File: config.mk
export PLATFORM = sky130hd
export DESIGN_NAME = cau_front
export DESIGN_NICKNAME = d
export VERILOG_FILES = /design/src/complex_arithmetic_unit_top_macros.svh /design/src/cau_pkg.sv /design/src/cau_front.sv
export SDC_FILE = /design/constraint.sdc
export NUM_CORES = 2
export LEC_CHECK = 0
export ABC_AREA = 1
export BUFFER_PORTS_ARGS = -buffer_cell sky130_fd_sc_hd__buf_2
export CAP_MARGIN = 20
export CORE_UTILIZATION = 45
export DETAILED_ROUTE_END_ITERATION = 8
export MAX_ROUTING_LAYER = met4
export PLACE_DENSITY = 0.59
export SLEW_MARGIN = 40
export SYNTH_ARGS = -nofsm -noshare
export SYNTH_HDL_FRONTEND = slang
export SYNTH_SLANG_ARGS = --single-unit
File: constraint.sdc
create_clock -name clk -period 8.5 [get_ports clk]
set_input_delay 2.125 -clock clk [delete_from_list [all_inputs] [get_ports clk]]
set_output_delay 2.125 -clock clk [all_outputs]
set_load 0.1 [all_outputs]
File: src/complex_arithmetic_unit_top_macros.svh
// Assertion macros for the complex arithmetic unit
`ifndef COMPLEX_ARITHMETIC_UNIT_TOP_MACROS_SVH
`define COMPLEX_ARITHMETIC_UNIT_TOP_MACROS_SVH
`ifndef SYNTH
`define CAU_ASSERT_IMPL(label, clk, rst, ante, cons) \
  label: assert property (@(posedge clk) disable iff (rst) (ante) |-> (cons)) \
    else $error("assertion failed");
`define CAU_ASSERT_NEXT(label, clk, rst, ante, cons) \
  label: assert property (@(posedge clk) disable iff (rst) (ante) |=> (cons)) \
    else $error("assertion failed");
`else
`define CAU_ASSERT_IMPL(label, clk, rst, ante, cons)
`define CAU_ASSERT_NEXT(label, clk, rst, ante, cons)
`endif
`endif

File: src/cau_pkg.sv
// ----------------------------------------------------------------------------
// cau_pkg
// Types and operation codes shared by the complex arithmetic unit.
// ----------------------------------------------------------------------------
package cau_pkg;
  localparam int DW = 16;
  localparam int FB = 8;
  localparam int NUM_W = 2 * DW + FB + 2;  // shifted numerator magnitude
  localparam int DEN_W = 2 * DW + 1;       // |b|^2
  localparam int QW = NUM_W + 1;           // quotient register width

  localparam logic [1:0] OP_ADD = 2'd0;
  localparam logic [1:0] OP_SUB = 2'd1;
  localparam logic [1:0] OP_MUL = 2'd2;
  localparam logic [1:0] OP_DIV = 2'd3;

  typedef struct packed {
    logic [1:0]           req_type;
    logic signed [DW-1:0] a_re;
    logic signed [DW-1:0] a_im;
    logic signed [DW-1:0] b_re;
    logic signed [DW-1:0] b_im;
  } req_t;

  typedef struct packed {
    logic signed [DW-1:0] res_re;
    logic signed [DW-1:0] res_im;
    logic                 overflow;
    logic                 div_by_zero;
  } res_t;

  // one request travelling down the divider chain
  typedef struct packed {
    logic             valid;
    logic             is_div;
    logic             dz;
    logic             neg_re;
    logic             neg_im;
    logic [NUM_W-1:0] rem_re;  // partial remainder, top bits consumed
    logic [NUM_W-1:0] rem_im;
    logic [NUM_W-1:0] num_re;  // numerator bits still to shift in
    logic [NUM_W-1:0] num_im;
    logic [DEN_W-1:0] den;
    logic [QW-1:0]    q_re;
    logic [QW-1:0]    q_im;
  } lane_t;
endpackage

File: src/cau_front.sv
// ----------------------------------------------------------------------------
// cau_front
// Forms products and sums, registers them, feeds the divider chain.
// ----------------------------------------------------------------------------
module cau_front (
  input  logic         clk,
  input  logic         rst,
  input  logic         in_valid,
  input  cau_pkg::req_t req,
  output cau_pkg::lane_t lane
);
  import cau_pkg::*;

  logic v1;
  logic [1:0] op1;
  logic signed [2*DW-1:0] p_rr, p_ii, p_ri, p_ir, p_br, p_bi;
  logic signed [DW:0] s_re, s_im;

  always_ff @(posedge clk) begin
    if (rst) v1 <= 1'b0;
    else v1 <= in_valid;
    op1 <= req.req_type;
    p_rr <= req.a_re * req.b_re;
    p_ii <= req.a_im * req.b_im;
    p_ri <= req.a_re * req.b_im;
    p_ir <= req.a_im * req.b_re;
    p_br <= req.b_re * req.b_re;
    p_bi <= req.b_im * req.b_im;
    s_re <= (req.req_type == OP_SUB) ? ({req.a_re[DW-1], req.a_re} - {req.b_re[DW-1], req.b_re})
                                     : ({req.a_re[DW-1], req.a_re} + {req.b_re[DW-1], req.b_re});
    s_im <= (req.req_type == OP_SUB) ? ({req.a_im[DW-1], req.a_im} - {req.b_im[DW-1], req.b_im})
                                     : ({req.a_im[DW-1], req.a_im} + {req.b_im[DW-1], req.b_im});
  end

  logic signed [2*DW+1:0] t_re, t_im, v_re, v_im;
  logic [DEN_W-1:0] den;
  logic [NUM_W-1:0] m_re, m_im;

  always_comb begin
    lane = '0;
    v_re = '0;
    v_im = '0;
    den = {1'b0, p_br} + {1'b0, p_bi};
    unique case (op1)
      OP_ADD, OP_SUB: begin
        v_re = (2*DW+2)'(s_re);
        v_im = (2*DW+2)'(s_im);
      end
      OP_MUL: begin
        t_re = (2*DW+2)'(p_rr) - (2*DW+2)'(p_ii);
        t_im = (2*DW+2)'(p_ri) + (2*DW+2)'(p_ir);
        v_re = t_re >>> FB;
        v_im = t_im >>> FB;
      end
      default: begin
        v_re = (2*DW+2)'(p_rr) + (2*DW+2)'(p_ii);
        v_im = (2*DW+2)'(p_ir) - (2*DW+2)'(p_ri);
      end
    endcase
    t_re = '0;
    t_im = '0;
    m_re = NUM_W'(v_re[2*DW+1] ? -v_re : v_re);
    m_im = NUM_W'(v_im[2*DW+1] ? -v_im : v_im);
    lane.valid = v1;
    lane.neg_re = v_re[2*DW+1];
    lane.neg_im = v_im[2*DW+1];
    lane.den = den;
    if (op1 == OP_DIV) begin
      lane.is_div = 1'b1;
      lane.dz = (den == '0);
      lane.num_re = m_re << FB;
      lane.num_im = m_im << FB;
    end else begin
      lane.q_re = QW'(m_re);
      lane.q_im = QW'(m_im);
    end
  end
endmodule

==> flow_metrics.py <==
metrics = {
    "final_layout": {
        "register_area_sq_um": 4540,
        "finalNetCount": 13200,
        "multiInputGateArea_sq_um": 62000,
        "layout-drive-gt1-share": 0.0553,
        "area_growth_pct": 6.49,
        "final_cells": 13200,
        "final_area_sq_um": 85100,
        "fill_cells": 17700,
    },
    "timing": {
        "post-route-period-util": 0.927,
        "finalWorstSetupSlack_ps": 617,
        "tns_ps": 0,
        "worstMarginPinSlew_ps": 794,
        "rsz0062_at_grt": "no",
        "drv_slew": 0,
        "clock.fmax_mhz": 127,
        "hold_viol_final": 0,
        "finalCriticalPeriod_ps": 7880,
        "relSlewSlack": 0.471,
        "final-setup-viol-count": 0,
    },
    "floorplan": {
        "start_util": 0.453,
        "die-area_sq_um": 179000,
        "io_pins": 361,
        "die_h_microns": 424,
        "die_width_microns": 424,
        "rows": 154,
        "core-area_sq_um": 176000,
    },
    "placement": {
        "dp_worst_setup_slack_ps": 59.8,
        "hpwl_microns": 216000,
        "io_buffers": 222,
        "gp_congestion": 0.989,
        "place_area_sq_um": 84000,
        "place_inst": 13200,
    },
    "grt": {
        "grt_max_degree": 58,
        "grt_util_all_layers": 0.291,
        "grt_pass1_vias": 68700,
        "grt-ovfl-total": 0,
        "antenna_found_initial": 13,
        "grt_pass1_wl_microns": 393000,
    },
    "critical_path": {
        "worstPathMaxFanout": 16,
        "critPathLaunch": "req[37]",
        "required_ps": 9070,
        "endpoint": "p_ii[24]",
        "worst_ep_arrival_time_ps": 8450,
        "end_kind": "flop",
        "crit_type": "in -> reg",
        "startpoint_type": "input port",
    },
    "yosys": {
        "synth-seq-cells": 227,
        "synth_top_cells_by_count": "inv_1, nand2_1, fa_1",
        "yosys.area.top_type": "fa_1",
        "yosysWarnings": 0,
        "yosys.cell_types.count": 61,
        "synth_edf_count": 0,
        "async_reset_ff_frac": 0,
        "synth_top_area_share": 0.380,
        "ys_top_cells_by_area": "fa_1, inv_1, nand2_1",
        "synth_most_common_cell": "inv_1",
        "ys.flop_type": "dfxtp_1",
        "avgSynthCellArea_sq_um": 7.44,
        "syn_inst": 10800,
        "synth-seq-area-share": 0.0568,
        "syn_area_sq_um": 80000,
    },
    "flow_run": {
        "maxCapViolations": 0,
    },
    "cts": {
        "cts_root_buffer": "clkbuf_16",
        "hold_buffers": 0,
        "post_cts_resized": 0,
        "clkTransAtPathRegs_ps": 70,
        "h-tree-depth": 1,
        "cts_buffers": 31,
        "cts.sinks": 227,
        "cts_buffer_depth": 3,
        "cts_tree": "built",
        "post_cts_buffers": 0,
    },
    "detailed_routing": {
        "firstDrtPassIters": 7,
        "dr_total_vias": 66000,
        "ant_nets": 0,
        "dr_wl_met2_microns": 117000,
        "drcViolationCount": 152,
        "wl_met3_microns": 15300,
        "wl_met1_microns": 107000,
        "routedWlPerCell_microns": 18.8,
        "drt-total-wl_microns": 249000,
        "top_layer_used": "met4",
        "drt_iter0_markers": 4390,
        "vias_per_cell": 4.98,
    },
    "min_path": {
        "hp-class": "in -> reg",
    },
    "status": {
        "status": "complete, but fails checks",
        "violations": "design-rule violations",
    },
}
cells in the final DEF (no fill, tap or decap), drive strengths merged, types with 17 or more instances in the layout:
cell type	count
clkbuf	34
nor2	568
ha	712
a21o	17
dfxtp	227
a21oi	437
inv	3050
o21bai	49
nor3	53
xnor2	125
or2	21
conb	138
buf	437
xor2	219
nand2	2483
nand4	62
nand3	359
nand3b	22
fa	1518
o211ai	17
o21ai	207
routing by layer:
metal	up-vias	GRT usage
met3	343	0.0330
li1	31200	-
met5	-	-
met1	32500	0.377
met4	0	0.0940
met2	2023	0.476
per-stage QoR:
step | utilization | hold slack, ps
2_1_floorplan | - | 2150
3_3_place_gp | 0.477 | 2250
3_5_place_dp | 0.477 | 2250
4_1_cts | 0.483 | 1580
5_1_grt | 0.483 | 1600
6_report | 0.483 | 1610
layout make-up:
class	count	area share
Multi-Input combinational cell	7121	0.728
Inverter	3046	0.134
Sequential cell	227	0.0534
Timing Repair Buffer	437	0.0370
Tap cell	2340	0.0344
Clock buffer	34	0.00924
Clock inverter	24	0.00329
Antenna cell	13	0.000382
registers in the layout (all words and copies together), names as in the netlist:
register / count
p_ii: 32
p_ir: 32
p_ri: 32
p_rr: 32
p_bi: 31
p_br: 31
s_im: 17
s_re: 17
op1: 2
v1: 1
kinds of logic (layout without fill, tap and decap cells):
group | Yosys count | after routing | synth area share
simple gates | 3591 | 3591 | 0.182
buf+inv | 3542 | 3541 | 0.175
fa+ha+maj | 2230 | 2230 | 0.492
compound gates | 818 | 818 | 0.0573
xor+xnor | 344 | 344 | 0.0377
flops | 227 | 227 | 0.0568
other cells | 1 | 151 | 0.0000469
critical path, cell delays in order:
cell,delay (ps)
buf_2,420
buf_4,300
nand2_1,80
fa_1,510
inv_1,50
fa_1,490
inv_1,50
fa_1,530
inv_1,50
fa_1,480
fa_1,500
inv_1,50
fa_1,470
inv_1,40
ha_1,370
nand2_1,100
inv_1,90
nand2_1,70
nor4_1,280
nor2_1,120
o21ai_0,580
a21oi_1,200
o21ai_0,270
xor2_1,180
worst min-delay path by stage:
stage / startpoint / endpoint / depth (start not counted)
after detailed placement: req[64] / op1[0] / 1
after floorplan: req[64] / op1[0] / 0
final: req[64] / op1[0] / 1
after global placement: req[64] / op1[0] / 1
after CTS: req[64] / op1[0] / 1
after global routing: req[64] / op1[0] / 1
Power is not shown: default switching activity piles up to over one toggle a cycle in this logic, so the estimate is an artifact.
