===== config.mk =====
export PLATFORM = sky130hd
export DESIGN_NAME = cau_sat
export DESIGN_NICKNAME = d
export VERILOG_FILES = /design/src/complex_arithmetic_unit_top_macros.svh /design/src/cau_pkg.sv /design/src/cau_sat.sv
export SDC_FILE = /design/constraint.sdc
export NUM_CORES = 1
export LEC_CHECK = 0
export BUFFER_PORTS_ARGS = -buffer_cell sky130_fd_sc_hd__buf_2
export CAP_MARGIN = 40
export CORE_AREA = 2 2 126 128
export CTS_BUF_LIST = sky130_fd_sc_hd__clkbuf_4 sky130_fd_sc_hd__clkbuf_8 sky130_fd_sc_hd__clkbuf_16
export CTS_CLUSTER_DIAMETER = 30
export DETAILED_ROUTE_END_ITERATION = 16
export DIE_AREA = 0 0 128 130
export PLACE_DENSITY = 0.56
export SLEW_MARGIN = 10
export SYNTH_ARGS = -nofsm -noshare
export SYNTH_HDL_FRONTEND = slang
export SYNTH_SLANG_ARGS = --single-unit

===== constraint.sdc =====
create_clock -name clk -period 4 [get_ports clk]
set_input_delay 0.6 -clock clk [delete_from_list [all_inputs] [get_ports clk]]
set_output_delay 0.6 -clock clk [all_outputs]
set_load 0.02 [all_outputs]

===== src/complex_arithmetic_unit_top_macros.svh =====
// Assertion macros for the complex arithmetic unit
`ifndef COMPLEX_ARITHMETIC_UNIT_TOP_MACROS_SVH
`define COMPLEX_ARITHMETIC_UNIT_TOP_MACROS_SVH
`ifndef SYNTH
`define CAU_ASSERT_IMPL(label, clk, rst, ante, cons) \
  label: assert property (@(posedge clk) disable iff (rst) (ante) |-> (cons)) \
    else $error("assertion failed");
`define CAU_ASSERT_NEXT(label, clk, rst, ante, cons) \
  label: assert property (@(posedge clk) disable iff (rst) (ante) |=> (cons)) \
    else $error("assertion failed");
`else
`define CAU_ASSERT_IMPL(label, clk, rst, ante, cons)
`define CAU_ASSERT_NEXT(label, clk, rst, ante, cons)
`endif
`endif


===== src/cau_pkg.sv =====
// ----------------------------------------------------------------------------
// cau_pkg
// Types and operation codes shared by the complex arithmetic unit.
// ----------------------------------------------------------------------------
package cau_pkg;
  localparam int DW = 16;
  localparam int FB = 8;
  localparam int NUM_W = 2 * DW + FB + 2;  // shifted numerator magnitude
  localparam int DEN_W = 2 * DW + 1;       // |b|^2
  localparam int QW = NUM_W + 1;           // quotient register width

  localparam logic [1:0] OP_ADD = 2'd0;
  localparam logic [1:0] OP_SUB = 2'd1;
  localparam logic [1:0] OP_MUL = 2'd2;
  localparam logic [1:0] OP_DIV = 2'd3;

  typedef struct packed {
    logic [1:0]           req_type;
    logic signed [DW-1:0] a_re;
    logic signed [DW-1:0] a_im;
    logic signed [DW-1:0] b_re;
    logic signed [DW-1:0] b_im;
  } req_t;

  typedef struct packed {
    logic signed [DW-1:0] res_re;
    logic signed [DW-1:0] res_im;
    logic                 overflow;
    logic                 div_by_zero;
  } res_t;

  // one request travelling down the divider chain
  typedef struct packed {
    logic             valid;
    logic             is_div;
    logic             dz;
    logic             neg_re;
    logic             neg_im;
    logic [NUM_W-1:0] rem_re;  // partial remainder, top bits consumed
    logic [NUM_W-1:0] rem_im;
    logic [NUM_W-1:0] num_re;  // numerator bits still to shift in
    logic [NUM_W-1:0] num_im;
    logic [DEN_W-1:0] den;
    logic [QW-1:0]    q_re;
    logic [QW-1:0]    q_im;
  } lane_t;
endpackage


===== src/cau_sat.sv =====
// ----------------------------------------------------------------------------
// cau_sat
// Applies sign, zero-divisor rule and saturation; registers the result.
// ----------------------------------------------------------------------------
module cau_sat (
  input  logic           clk,
  input  logic           rst,
  input  cau_pkg::lane_t lane,
  output logic           done,
  output cau_pkg::res_t  res
);
  import cau_pkg::*;

  localparam logic [QW-1:0] POS_MAX = QW'((1 << (DW - 1)) - 1);
  localparam logic [QW-1:0] NEG_MAX = QW'(1 << (DW - 1));

  logic ov_re, ov_im;
  logic [DW-1:0] m_re, m_im;

  always_comb begin
    ov_re = lane.neg_re ? (lane.q_re > NEG_MAX) : (lane.q_re > POS_MAX);
    ov_im = lane.neg_im ? (lane.q_im > NEG_MAX) : (lane.q_im > POS_MAX);
    m_re = ov_re ? NEG_MAX[DW-1:0] - DW'(!lane.neg_re) : lane.q_re[DW-1:0];
    m_im = ov_im ? NEG_MAX[DW-1:0] - DW'(!lane.neg_im) : lane.q_im[DW-1:0];
  end

  always_ff @(posedge clk) begin
    if (rst) done <= 1'b0;
    else done <= lane.valid;
    if (lane.dz) begin
      res.res_re <= '0;
      res.res_im <= '0;
      res.overflow <= 1'b0;
      res.div_by_zero <= 1'b1;
    end else begin
      res.res_re <= lane.neg_re ? -m_re : m_re;
      res.res_im <= lane.neg_im ? -m_im : m_im;
      res.overflow <= ov_re | ov_im;
      res.div_by_zero <= 1'b0;
    end
  end
endmodule


==> impl_results.html <==
<table>
<tr><th>Metric</th><th>Value</th></tr>
<tr><th colspan="2">Logic synthesis</th></tr>
<tr><td>Share of the yosys chip area belonging to registers</td><td>0.3150</td></tr>
<tr><td>Async set-reset flop share out of synthesis</td><td>0</td></tr>
<tr><td>Count of flip-flops with a built-in enable after synthesis</td><td>0</td></tr>
<tr><td>Synth Net Count</td><td>581</td></tr>
<tr><td>Cell count after synthesis</td><td>285</td></tr>
<tr><td>Yosys warning total</td><td>0</td></tr>
<tr><td>Dominant register cell in the synthesized netlist</td><td>sky130_fd_sc_hd__dfxtp_1</td></tr>
<tr><td>Mean Syn Cell Area</td><td>7.806 um^2</td></tr>
<tr><td>Summed instance area of the synthesized netlist</td><td>2225 um^2</td></tr>
<tr><td>Number of distinct library cell variants in the gate-level netlist after synthesis</td><td>61</td></tr>
<tr><td>Number of synthesized register bits</td><td>35</td></tr>
<tr><th colspan="2">Clocking</th></tr>
<tr><td>Clock tree from TritonCTS</td><td>built</td></tr>
<tr><td>Clock-pin slew on the worst setup and hold paths</td><td>60 ps</td></tr>
<tr><td>Clock root buffer</td><td>sky130_fd_sc_hd__clkbuf_16</td></tr>
<tr><td>Setup repair bufs after CTS</td><td>0</td></tr>
<tr><td>Cts repair resizes</td><td>0</td></tr>
<tr><td>CTS HTree Levels</td><td>2</td></tr>
<tr><td>CTS Buf Count</td><td>5</td></tr>
<tr><td>Clock net sink count</td><td>35</td></tr>
<tr><td># hold bufs at CTS</td><td>0</td></tr>
<tr><td>Maximum number of buffers from clock root to sink</td><td>2</td></tr>
<tr><th colspan="2">Timing</th></tr>
<tr><td>Max transition margin</td><td>0.5702</td></tr>
<tr><td>Final number of max-transition violations</td><td>0</td></tr>
<tr><td>Measured slew at the worst slew-check pin</td><td>644.7 ps</td></tr>
<tr><td>Unrepaired setup endpoints after global routing</td><td>false</td></tr>
<tr><td>Final total negative setup slack</td><td>0 ps</td></tr>
<tr><td>Fin crit share</td><td>0.8592</td></tr>
<tr><td>Final count of hold timing violations</td><td>0</td></tr>
<tr><td>Final critical-path required period</td><td>3437 ps</td></tr>
<tr><td>Max Fclk</td><td>0.2910 GHz</td></tr>
<tr><td>Number of endpoints failing setup at the final stage</td><td>0</td></tr>
<tr><th colspan="2">Placement</th></tr>
<tr><td>Port Buffer Count</td><td>126</td></tr>
<tr><td>HPWL reported at the end of detailed placement</td><td>7822 um</td></tr>
<tr><td>Gp weighted congestion</td><td>0.8614</td></tr>
<tr><td>Number of cells in the design after placement</td><td>598</td></tr>
<tr><th colspan="2">Worst setup path</th></tr>
<tr><td>Largest driver fanout on the critical path</td><td>6</td></tr>
<tr><td>Critical path's slowest cell</td><td>sky130_fd_sc_hd__or4_1</td></tr>
<tr><td>Top delay family on crit path</td><td>compound AO/OA/AOI/OAI gates</td></tr>
<tr><td>Type of element launching the critical path</td><td>primary input</td></tr>
<tr><td>Critical path, cell by cell</td><td>buf_2 -&gt; or4_1 -&gt; or2_2 -&gt; o31a_1 -&gt; o21ai_1 -&gt; o21ai_0 -&gt; ha_1 -&gt; o31ai_1 -&gt; a21oi_1 -&gt; a31o_1 -&gt; a311oi_1 -&gt; buf_4</td></tr>
<tr><td>Data arrival time of the critical path</td><td>3660 ps</td></tr>
<tr><td>Crit path launch</td><td>lane[43]</td></tr>
<tr><td>Worst setup EP type</td><td>flip-flop</td></tr>
<tr><td>Delay of the slowest cell on the worst path</td><td>580 ps</td></tr>
<tr><td>Required time of the worst setup path</td><td>4230 ps</td></tr>
<tr><td>Total stage count of the critical path</td><td>12</td></tr>
<tr><td>Class of the most critical setup path</td><td>in -&gt; reg</td></tr>
<tr><td>Number of buffers and inverters on the critical path</td><td>2</td></tr>
<tr><td>Critical path capture point</td><td>res[28]</td></tr>
<tr><th colspan="2">Pwr</th></tr>
<tr><td>Pwr Density</td><td>301.5 nW/um^2</td></tr>
<tr><td>Worst-case vdd ir drop</td><td>0.0001342 V</td></tr>
<tr><td>Cell leakage power</td><td>1.356 nW</td></tr>
<tr><th colspan="2">Finish</th></tr>
<tr><td>Most frequent cells in the layout</td><td>sky130_fd_sc_hd__buf_2 (126), sky130_fd_sc_hd__dfxtp_1 (35), sky130_fd_sc_hd__nor2_1 (29)</td></tr>
<tr><td>Post-layout util</td><td>0.2106</td></tr>
<tr><td>Final #Nets</td><td>709</td></tr>
<tr><td>Share of layout cells above drive strength 1</td><td>0.3705</td></tr>
<tr><td>Area added between synthesis and finish</td><td>46.01%</td></tr>
<tr><td>Most common cell after layout, fill and taps aside</td><td>sky130_fd_sc_hd__buf_2</td></tr>
<tr><td>Number of cells in the finished layout apart from fillers</td><td>608</td></tr>
<tr><th colspan="2">Run</th></tr>
<tr><td>Count of maximum capacitance violations</td><td>0</td></tr>
<tr><th colspan="2">Drt</th></tr>
<tr><td>DRC violation total after the first TritonRoute iteration</td><td>213</td></tr>
<tr><td>Total via count in the routed design</td><td>2,810</td></tr>
<tr><td>First-pass detailed-route iteration total</td><td>4</td></tr>
<tr><td>Vias per Instance</td><td>4.622</td></tr>
<tr><td>Routed Wire Length</td><td>9701 um</td></tr>
<tr><td>Wire length per cell</td><td>15.96 um</td></tr>
<tr><td>Post-route ant nets</td><td>0</td></tr>
<tr><td>Number of remaining DRC errors</td><td>0</td></tr>
<tr><th colspan="2">GRT</th></tr>
<tr><td>Total congestion overflow after global routing</td><td>0</td></tr>
<tr><td>Wire length of the first global-routing pass</td><td>14,420 um</td></tr>
<tr><td>Pin count of the biggest net entering global routing</td><td>31</td></tr>
<tr><td>GR Util All Layers</td><td>0.1148</td></tr>
<tr><td>Vias in the first global route</td><td>2,594</td></tr>
<tr><td>Initial antenna violation count</td><td>6</td></tr>
<tr><th colspan="2">Floorplan</th></tr>
<tr><td>Cell row count</td><td>46</td></tr>
<tr><td>Core area</td><td>15,420 um^2</td></tr>
<tr><td>Die Span X</td><td>128 um</td></tr>
<tr><td>Die ar.</td><td>16,640 um^2</td></tr>
<tr><td>Initial cell density of the core</td><td>0.1442</td></tr>
<tr><td>Ports placed on the boundary</td><td>329</td></tr>
<tr><td>Die extent in y</td><td>130 um</td></tr>
<tr><th colspan="2">Outcome</th></tr>
<tr><td>Status</td><td>completed</td></tr>
<tr><th colspan="2">Hold path</th></tr>
<tr><td>Hold crit path type</td><td>in -&gt; reg</td></tr>
</table>
power by group:
part / leakage, nW / total, W / switching (W) / internal, W
clock network: 0.0727 / 0.000391 / 0.000148 / 0.000243
registers: 0.293 / 0.000377 / 0.00000582 / 0.000372
logic: 0.990 / 0.000211 / 0.000128 / 0.0000834
flip-flops by register name (all words and copies together), names as in the netlist:
signal	cells
res	34
done	1
worst min path at each step:
stage               cells after the start  slack [ps]  startpoint     end
floorplan                               0         630   lane[289]  res[0]
global route                            2         470         rst    done
finish                                  2         470         rst    done
CTS                                     2         460         rst    done
global placement                        2         760         rst    done
detailed placement                      2         770         rst    done
synthesized netlist by cell type (all sizes together) (4+ instances only):
library cell | n | share of area
or3 | 7 | 0.020
o21ai | 18 | 0.042
a21oi | 13 | 0.029
nand3 | 11 | 0.025
a211oi | 5 | 0.017
o22a | 4 | 0.016
nor2 | 29 | 0.049
or4 | 5 | 0.017
buf | 5 | 0.018
nor4 | 16 | 0.045
dfxtp | 35 | 0.31
o31ai | 6 | 0.020
a221oi | 8 | 0.034
nand2 | 23 | 0.039
o41ai | 5 | 0.023
clkbuf | 11 | 0.019
nor3 | 16 | 0.036
or2 | 5 | 0.014
inv | 6 | 0.010
routing by layer:
metal,global-route usage,vias to the layer above,part of all wire
met5,0,-,0.0028
met4,0.02844,4,0.015
met3,0.08323,16,0.18
met2,0.1629,172,0.39
met1,0.1388,1252,0.41
li1,-,1366,-
logic make-up after synthesis:
| logic type | synth area share |
|---|---|
| AND/OR/NAND/NOR | 0.3003 |
| AO/OA/AOI/OAI | 0.2925 |
| flip-flops | 0.3150 |
| buffers and inverters | 0.04668 |
| XOR/XNOR | 0.01575 |
| multiplexers | 0.01856 |
| adder cells (fa/ha/maj) | 0.01125 |
stage by stage:
step | hold WS [ps] | area [um^2] | setup slack, ps | total power, W
6_report | 473.4 | 3248 | 563.1 | 0.0009793
5_1_grt | 467.9 | 3241 | 240.8 | 0.001035
4_1_cts | 461.4 | 3241 | 535.0 | 0.001003
3_5_place_dp | 765.8 | 3097 | 273.3 | 0.0005965
3_3_place_gp | 760.0 | 3097 | 228.2 | 0.0005983
2_1_floorplan | 627.7 | 2225 | 700.9 | 0.0004832
layout make-up:
cell class	instances	area, um^2
Tap cell	192	240.2
Clock buffer	6	138.9
Inverter	6	22.52
Timing Repair Buffer	137	713.2
Antenna cell	3	7.507
Multi-Input combinational cell	228	1420
Clock inverter	1	5.005
Sequential cell	35	700.7
Fill cell	1793	12180
Power figures use the tool's default switching activity.
