### src/complex_arithmetic_unit_top_macros.svh
// Assertion macros for the complex arithmetic unit
`ifndef COMPLEX_ARITHMETIC_UNIT_TOP_MACROS_SVH
`define COMPLEX_ARITHMETIC_UNIT_TOP_MACROS_SVH
`ifndef SYNTH
`define CAU_ASSERT_IMPL(label, clk, rst, ante, cons) \
  label: assert property (@(posedge clk) disable iff (rst) (ante) |-> (cons)) \
    else $error("assertion failed");
`define CAU_ASSERT_NEXT(label, clk, rst, ante, cons) \
  label: assert property (@(posedge clk) disable iff (rst) (ante) |=> (cons)) \
    else $error("assertion failed");
`else
`define CAU_ASSERT_IMPL(label, clk, rst, ante, cons)
`define CAU_ASSERT_NEXT(label, clk, rst, ante, cons)
`endif
`endif

### src/cau_pkg.sv
// ----------------------------------------------------------------------------
// cau_pkg
// Types and operation codes shared by the complex arithmetic unit.
// ----------------------------------------------------------------------------
package cau_pkg;
  localparam int DW = 16;
  localparam int FB = 8;
  localparam int NUM_W = 2 * DW + FB + 2;  // shifted numerator magnitude
  localparam int DEN_W = 2 * DW + 1;       // |b|^2
  localparam int QW = NUM_W + 1;           // quotient register width

  localparam logic [1:0] OP_ADD = 2'd0;
  localparam logic [1:0] OP_SUB = 2'd1;
  localparam logic [1:0] OP_MUL = 2'd2;
  localparam logic [1:0] OP_DIV = 2'd3;

  typedef struct packed {
    logic [1:0]           req_type;
    logic signed [DW-1:0] a_re;
    logic signed [DW-1:0] a_im;
    logic signed [DW-1:0] b_re;
    logic signed [DW-1:0] b_im;
  } req_t;

  typedef struct packed {
    logic signed [DW-1:0] res_re;
    logic signed [DW-1:0] res_im;
    logic                 overflow;
    logic                 div_by_zero;
  } res_t;

  // one request travelling down the divider chain
  typedef struct packed {
    logic             valid;
    logic             is_div;
    logic             dz;
    logic             neg_re;
    logic             neg_im;
    logic [NUM_W-1:0] rem_re;  // partial remainder, top bits consumed
    logic [NUM_W-1:0] rem_im;
    logic [NUM_W-1:0] num_re;  // numerator bits still to shift in
    logic [NUM_W-1:0] num_im;
    logic [DEN_W-1:0] den;
    logic [QW-1:0]    q_re;
    logic [QW-1:0]    q_im;
  } lane_t;
endpackage

### src/cau_cell.sv
// ----------------------------------------------------------------------------
// cau_cell
// One restoring division step per cell for both parts; passes others through.
// ----------------------------------------------------------------------------
module cau_cell (
  input  logic           clk,
  input  logic           rst,
  input  cau_pkg::lane_t lane_in,
  output cau_pkg::lane_t lane_out
);
  import cau_pkg::*;

  cau_pkg::lane_t lane_next;
  logic [NUM_W:0] tr, ti;

  always_comb begin
    lane_next = lane_in;
    tr = {lane_in.rem_re, lane_in.num_re[NUM_W-1]};
    ti = {lane_in.rem_im, lane_in.num_im[NUM_W-1]};
    if (lane_in.is_div) begin
      lane_next.num_re = lane_in.num_re << 1;
      lane_next.num_im = lane_in.num_im << 1;
      if (tr >= {{(NUM_W-DEN_W+1){1'b0}}, lane_in.den}) begin
        lane_next.rem_re = NUM_W'(tr - {{(NUM_W-DEN_W+1){1'b0}}, lane_in.den});
        lane_next.q_re = {lane_in.q_re[QW-2:0], 1'b1};
      end else begin
        lane_next.rem_re = NUM_W'(tr);
        lane_next.q_re = {lane_in.q_re[QW-2:0], 1'b0};
      end
      if (ti >= {{(NUM_W-DEN_W+1){1'b0}}, lane_in.den}) begin
        lane_next.rem_im = NUM_W'(ti - {{(NUM_W-DEN_W+1){1'b0}}, lane_in.den});
        lane_next.q_im = {lane_in.q_im[QW-2:0], 1'b1};
      end else begin
        lane_next.rem_im = NUM_W'(ti);
        lane_next.q_im = {lane_in.q_im[QW-2:0], 1'b0};
      end
    end
  end

  always_ff @(posedge clk) begin
    if (rst) lane_out <= '0;
    else lane_out <= lane_next;
  end
endmodule

### config.mk
export PLATFORM = sky130hd
export DESIGN_NAME = cau_cell
export DESIGN_NICKNAME = d
export VERILOG_FILES = /design/src/complex_arithmetic_unit_top_macros.svh /design/src/cau_pkg.sv /design/src/cau_cell.sv
export SDC_FILE = /design/constraint.sdc
export NUM_CORES = 1
export LEC_CHECK = 0
export ABC_AREA = 1
export BUFFER_PORTS_ARGS = -buffer_cell sky130_fd_sc_hd__buf_2
export CORE_AREA = 2 2 227 229
export CTS_CLUSTER_SIZE = 24
export DETAILED_ROUTE_END_ITERATION = 10
export DIE_AREA = 0 0 229 231
export GPL_TIMING_DRIVEN = 0
export PLACE_DENSITY_LB_ADDON = 0.12
export SLEW_MARGIN = 20
export SYNTH_ARGS = -nofsm -noshare
export SYNTH_HDL_FRONTEND = slang
export SYNTH_SLANG_ARGS = --single-unit
### constraint.sdc
create_clock -name clk -period 4.85 [get_ports clk]
set_clock_uncertainty 0.05 [all_clocks]
set_input_delay 0.97 -clock clk [delete_from_list [all_inputs] [get_ports clk]]
set_output_delay 0.97 -clock clk [all_outputs]
set_load 0.02 [all_outputs]
==> run_results.csv, run 1 <==
group,metric,value,unit
outcome,status,"completed",
sta,maxSlewViolCount,0,
final_layout,synthToLayoutAreaGrowth,31.0,%
setup_path,crit_type,"primary input to register",
power,ir_worst_vdd,0.205,mV
grt,antenna_found_initial,10,
setup_path,endpoint,"lane_out[222]",
clocking,postCtsHoldBufs,0,
placement,port_buffers,584,
placement,dp_hpwl,64100,um
sta,timing.fmax,311,MHz
logic_synthesis,yosys.cell_count.top_type,"nand2_1",
setup_path,critPathMaxFanout,10,
placement,placed_cell_area,19900,um2
power,p_comb_frac,0.245,
clocking,postCtsSetupRepairBufs,0,
sta,fin_crit,3210,ps
placement,place_inst,3770,
grt,grt_pass1_vias,17500,
floorplan,rows,83,
setup_path,required,5210,ps
floorplan,die_x,229,um
grt,gr-total-overflow,0,
logic_synthesis,ys_seq_area_frac,0.362,
final_layout,nets,3489,
final_layout,finalInstanceArea,21200,um2
clocking,clk_pin_slew,60,ps
placement,globalplace.congestion,0.960,
logic_synthesis,ys_seq_elements,292,
floorplan,initial_core_util,0.319,
logic_synthesis,netlist_top_cells_area,"dfxtp_1 36%, nand2_1 19%, inv_1 12%",
power,fin_total_pwr,7.16,mW
logic_synthesis,synth_commonest_cells,"821 x nand2_1, 501 x inv_1, 292 x dfxtp_1",
sta,maxSlewHeadroom,0.271,
final_layout,finalNonFillerCells,3842,
logic_synthesis,async_flop_share,0,
logic_synthesis,yosys.area.top_type_share,0.362,
logic_synthesis,ys.flop_type,"dfxtp_1",
final_layout,top_register,"lane_out",
power,p_per_area,339,nW/um2
power,switchingPower,2.36,mW
detailed_routing,first_iter_violations,1003,
sta,final_hold_viol_count,0,
final_layout,layout-drive-gt1-share,0.226,
placement,post-place-ws,1110,ps
clocking,cts_buffers,35,
floorplan,core,50700,um2
detailed_routing,firstDrtPassIters,6,
power,internal-power,4.81,mW
logic_synthesis,yosysTopAreaCell,"dfxtp_1",
detailed_routing,finalWirelength,76200,um
clocking,cts_tree,"done",
run,drv_cap,0,
logic_synthesis,syn_nets,2868,
clocking,cts_buffer_depth,3,
clocking,root_buffer,"clkbuf_16",
setup_path,startpoint,"lane_in[118]",
logic_synthesis,synth_edf_count,0,
final_layout,largest_register_ffs,292,
grt,grt_pass1_wl,110000,um
detailed_routing,remaining_drc_errors,0,
sta,tightest_slew,1090,ps
worst_hold_path,hold_class,"primary input to register",
power,pwr-share-seq,0.367,
detailed_routing,vias_per_cell,4.66,
logic_synthesis,postSynthCellCount,2506,
sta,rsz0062_at_grt,"false",
grt,grt_max_degree,14,
detailed_routing,vias,17900,
grt,grt_usage,0.279,
logic_synthesis,avgSynthCellArea,6.45,um2
power,leakage,12.1,nW
clocking,cts_sinks,292,
power,p_clk_frac,0.388,
clocking,h-tree-depth,2,
sta,finalSetupViolations,0,
floorplan,die_area,52900,um2
logic_synthesis,syn_area,16200,um2
clocking,cts_resized,0,
floorplan,io_pins,586,
final_layout,biggestRegsByFlops,"lane_out (292)",
sta,fin_crit_sh,0.663,
setup_path,arrival,3570,ps
final_layout,fin_util,0.418,
logic_synthesis,ys_types,40,
setup_path,worstSetupEndpointType,"register",
power,swShare,0.329,
sta,tns,0,ps
sta,timing.hold.ws,565,ps
setup_path,crit_path_start_kind,"primary input",
detailed_routing,antenna_left,0,
detailed_routing,wl_per_cell,19.8,um
floorplan,die_y,231,um
sta,fin_ws,1640,ps
logic_synthesis,yosys_warnings,0,
## cells by family after synthesis
| family | count (synthesis) | share of synthesized area |
|---|---|---|
| XOR/XNOR | 37 | 0.0201 |
| AO/OA/AOI/OAI | 284 | 0.106 |
| AND/OR/NAND/NOR | 1241 | 0.316 |
| flip-flops | 292 | 0.362 |
| buffers and inverters | 584 | 0.143 |
| adder cells (fa/ha/maj) | 68 | 0.0536 |
## worst max-delay path: stages
cell and delay [ps]:
buf_2 70, inv_1 140, ha_1 410, inv_2 70, nor2_2 110, inv_2 40
nor2_1 160, nand2_1 180, nor3_1 450, a21oi_2 160, nand2_4 130, buf_8 190
buf_6 190, o21ai_1 80, nand3_1 70, nand2_1 140
## worst min path at each step
stage	startpoint	end	slack [ps]	cells after the start
after floorplan	lane_in[287]	lane_out[287]	1030	2
after global placement	lane_in[287]	lane_out[287]	1120	3
after detailed placement	lane_in[42]	lane_out[42]	1140	3
after CTS	lane_in[42]	lane_out[42]	540	3
after global routing	lane_in[287]	lane_out[287]	570	3
final	lane_in[42]	lane_out[42]	560	3
## power groups by stage
stage	logic (mW)	registers [mW]	clock network [mW]
final	1.76	2.63	2.78
after global routing	1.92	2.64	2.92
after CTS	1.76	2.63	2.83
after detailed placement	1.75	2.68	0
after global placement	1.76	2.68	0
after floorplan	0.818	2.92	0
## placed cells by master, fill, tap and decap left out, drive strengths merged, types with 34 or more instances in the layout
cell type  netlist  layout
a21oi           56      56
buf             24     608
clkbuf          52      98
dfxtp          292     292
ha              66      66
inv            506     509
nand2          828     828
nand3          129     129
nor2           230     230
o21ai           49      49
o22ai          166     166
xnor2           34      34
## cell type report
| cell class | instances | area, um2 |
|---|---|---|
| diodes | 9 | 22.5 |
| plain buffers | 76 | 399 |
| clock buffers | 46 | 977 |
| clock inverters | 17 | 233 |
| fillers | 5691 | 29500 |
| inverters | 508 | 1910 |
| multi-input cells | 1630 | 8000 |
| flip-flops and latches | 292 | 5850 |
| well taps | 680 | 851 |
| repair buffers | 584 | 2920 |
## routing by layer
layer | wire length [um] | GRT usage | up-vias
met5 | 46 | 0 | -
met2 | 37300 | 0.493 | 565
met3 | 4270 | 0.0468 | 112
li1 | - | - | 8995
met4 | 2600 | 0.0992 | 6
met1 | 32000 | 0.339 | 8227
No activity file was read; power rests on OpenSTA's default activity.
==> run 2: changes to the inputs <==
Settings changed: CORE_AREA 2 2 227 229 to 2 2 229 231, DIE_AREA 0 0 229 231 to 0 0 231 233.
Clock period 4.85 ns to 3.05 ns, I/O delays scaled along.
==> run 2 against run 1 <==
- core utilization fell by 0.52 points
- non-clock buffer count is the same
- clock-buffer cell count decreased by 3
- die area is 1.7% higher
- critical path depth fell by 1
- global-route usage fell by 0.54 points
- final area decreased by 0.43%
- via count down 0.32%
- first-iteration DRC count down 2.7%
- critical endpoint is now lane_out[235]
- largest power group unchanged
==> run_results.csv, run 2 (synthesis results as in run 1) <==
group,metric,value,unit
sta,fin_crit_sh,0.928,
clocking,cts_buffer_depth,3,
floorplan,core,51100,um2
floorplan,initial_core_util,0.316,
detailed_routing,antenna_left,0,
sta,maxSlewHeadroom,0.280,
floorplan,die_y,233,um
sta,finalSetupViolations,0,
power,p_per_area,531,nW/um2
final_layout,layout-drive-gt1-share,0.225,
floorplan,io_pins,586,
clocking,cts_tree,"done",
grt,grt_max_degree,14,
setup_path,path_cells,"buf_2 > inv_1 > ha_1 > inv_1 > fa_1 > nand3_1 > nand3_1 > a21oi_1 > o21bai_1 > nand2_1 > nand2_1 > nand2_1 > nand3_1 > nand3_1 > nand2_1",
placement,globalplace.congestion,0.988,
outcome,status,"completed",
final_layout,largest_register_ffs,292,
floorplan,rows,83,
grt,gr-total-overflow,0,
setup_path,slowest_stage,"fa_1",
setup_path,crit_type,"primary input to register",
setup_path,worstSetupEndpointType,"register",
sta,rsz0062_at_grt,"false",
clocking,cts_sinks,292,
final_layout,layout_commonest_cell,"nand2_1",
clocking,h-tree-depth,2,
worst_hold_path,hold_class,"primary input to register",
detailed_routing,vias_per_cell,4.66,
detailed_routing,firstDrtPassIters,7,
clocking,root_buffer,"clkbuf_16",
sta,timing.fmax,353,MHz
clocking,clk_pin_slew,60,ps
grt,grt_usage,0.273,
sta,maxSlewViolCount,0,
setup_path,crit_path_start_kind,"primary input",
detailed_routing,remaining_drc_errors,0,
grt,antenna_found_initial,6,
setup_path,critPathMaxFanout,5,
detailed_routing,first_iter_violations,976,
setup_path,max_stage_delay,480,ps
grt,grt_pass1_vias,17500,
run,drv_cap,0,
final_layout,biggestRegsByFlops,"lane_out (292)",
detailed_routing,vias,17800,
power,leakage,12.1,nW
final_layout,synthToLayoutAreaGrowth,30.4,%
floorplan,die_area,53800,um2
grt,grt_pass1_wl,109000,um
sta,tightest_slew,1080,ps
placement,port_buffers,584,
detailed_routing,finalWirelength,76200,um
setup_path,crit_family,"simple AND/OR/NAND/NOR gates",
setup_path,arrival,3230,ps
power,ir_worst_vdd,0.329,mV
final_layout,layout_common_cells,"821 x nand2_1, 590 x buf_2, 501 x inv_1, 292 x dfxtp_1, 223 x nor2_1",
setup_path,required,3450,ps
sta,fin_crit,2830,ps
final_layout,top_register,"lane_out",
clocking,cts_buffers,35,
floorplan,die_x,231,um
placement,dp_hpwl,64500,um
sta,tns,0,ps
final_layout,nets,3489,
setup_path,path_buf_inv,3,
sta,timing.hold.ws,221,ps
sta,final_hold_viol_count,0,
detailed_routing,wl_per_cell,19.9,um
[run 2: timing repair]
action / 4_1_cts / 5_1_grt
setup buffers: 0 / 0
endpoints found under the setup margin: 0 / 1
hold buffers: 0 / 0
gates resized for setup: 0 / 1
[run 2: layout make-up]
| type | instances | area [um2] |
|---|---|---|
| multi-input combinational | 1630 | 8010 |
| tap | 680 | 851 |
| fill | 5731 | 30000 |
| clock buffer | 43 | 916 |
| timing repair buffer | 584 | 2920 |
| clock inverter | 17 | 213 |
| buffer | 76 | 400 |
| inverter | 508 | 1910 |
| antenna | 3 | 7.51 |
| sequential | 292 | 5850 |
[run 2: final timing paths]
| kind | slack, ps | endpoint | cells after the start | startpoint |
|---|---|---|---|---|
| worst max-delay path | 220 | lane_out[235] | 15 | lane_in[160] |
| worst min-delay path | 220 | lane_out[288] | 3 | lane_in[288] |
[run 2: metrics by stage]
| stage | power, mW | std cells | setup WS, ps | instance area [um2] | utilization |
|---|---|---|---|---|---|
| global placement | 7.05 | 3770 | -445 | 19900 | 0.390 |
| detailed placement | 7.05 | 3770 | -407 | 19900 | 0.390 |
| global route | 11.7 | 3831 | 54.1 | 21100 | 0.412 |
| CTS | 11.3 | 3830 | 174 | 21100 | 0.412 |
| floorplan | 5.94 | 2506 | 672 | 16200 | - |
| finish | 11.2 | 3833 | 219 | 21100 | 0.412 |
[run 2: metal layers]
metal,GRT usage,share of wire,vias up
met5,0,0,-
met4,0.0694,0.023,0
met3,0.0350,0.050,91
met2,0.502,0.51,546
met1,0.334,0.42,8227
li1,-,-,8983
[run 2: report_power, final]
group          internal, mW  total (mW)  switching [mW]  leakage (nW)
Clock                  2.43        4.22            1.79         0.558
Combinational         0.905        2.79            1.89          9.07
Sequential             4.11        4.19          0.0794          2.43
Total                  7.44        11.2            3.76          12.1
[run 2: worst min-delay path: cells and delay by family]
| kind | cells | cell delay [ps] |
|---|---|---|
| buffers and inverters | 2 | 100 |
| AND/OR/NAND/NOR | 1 | 60 |
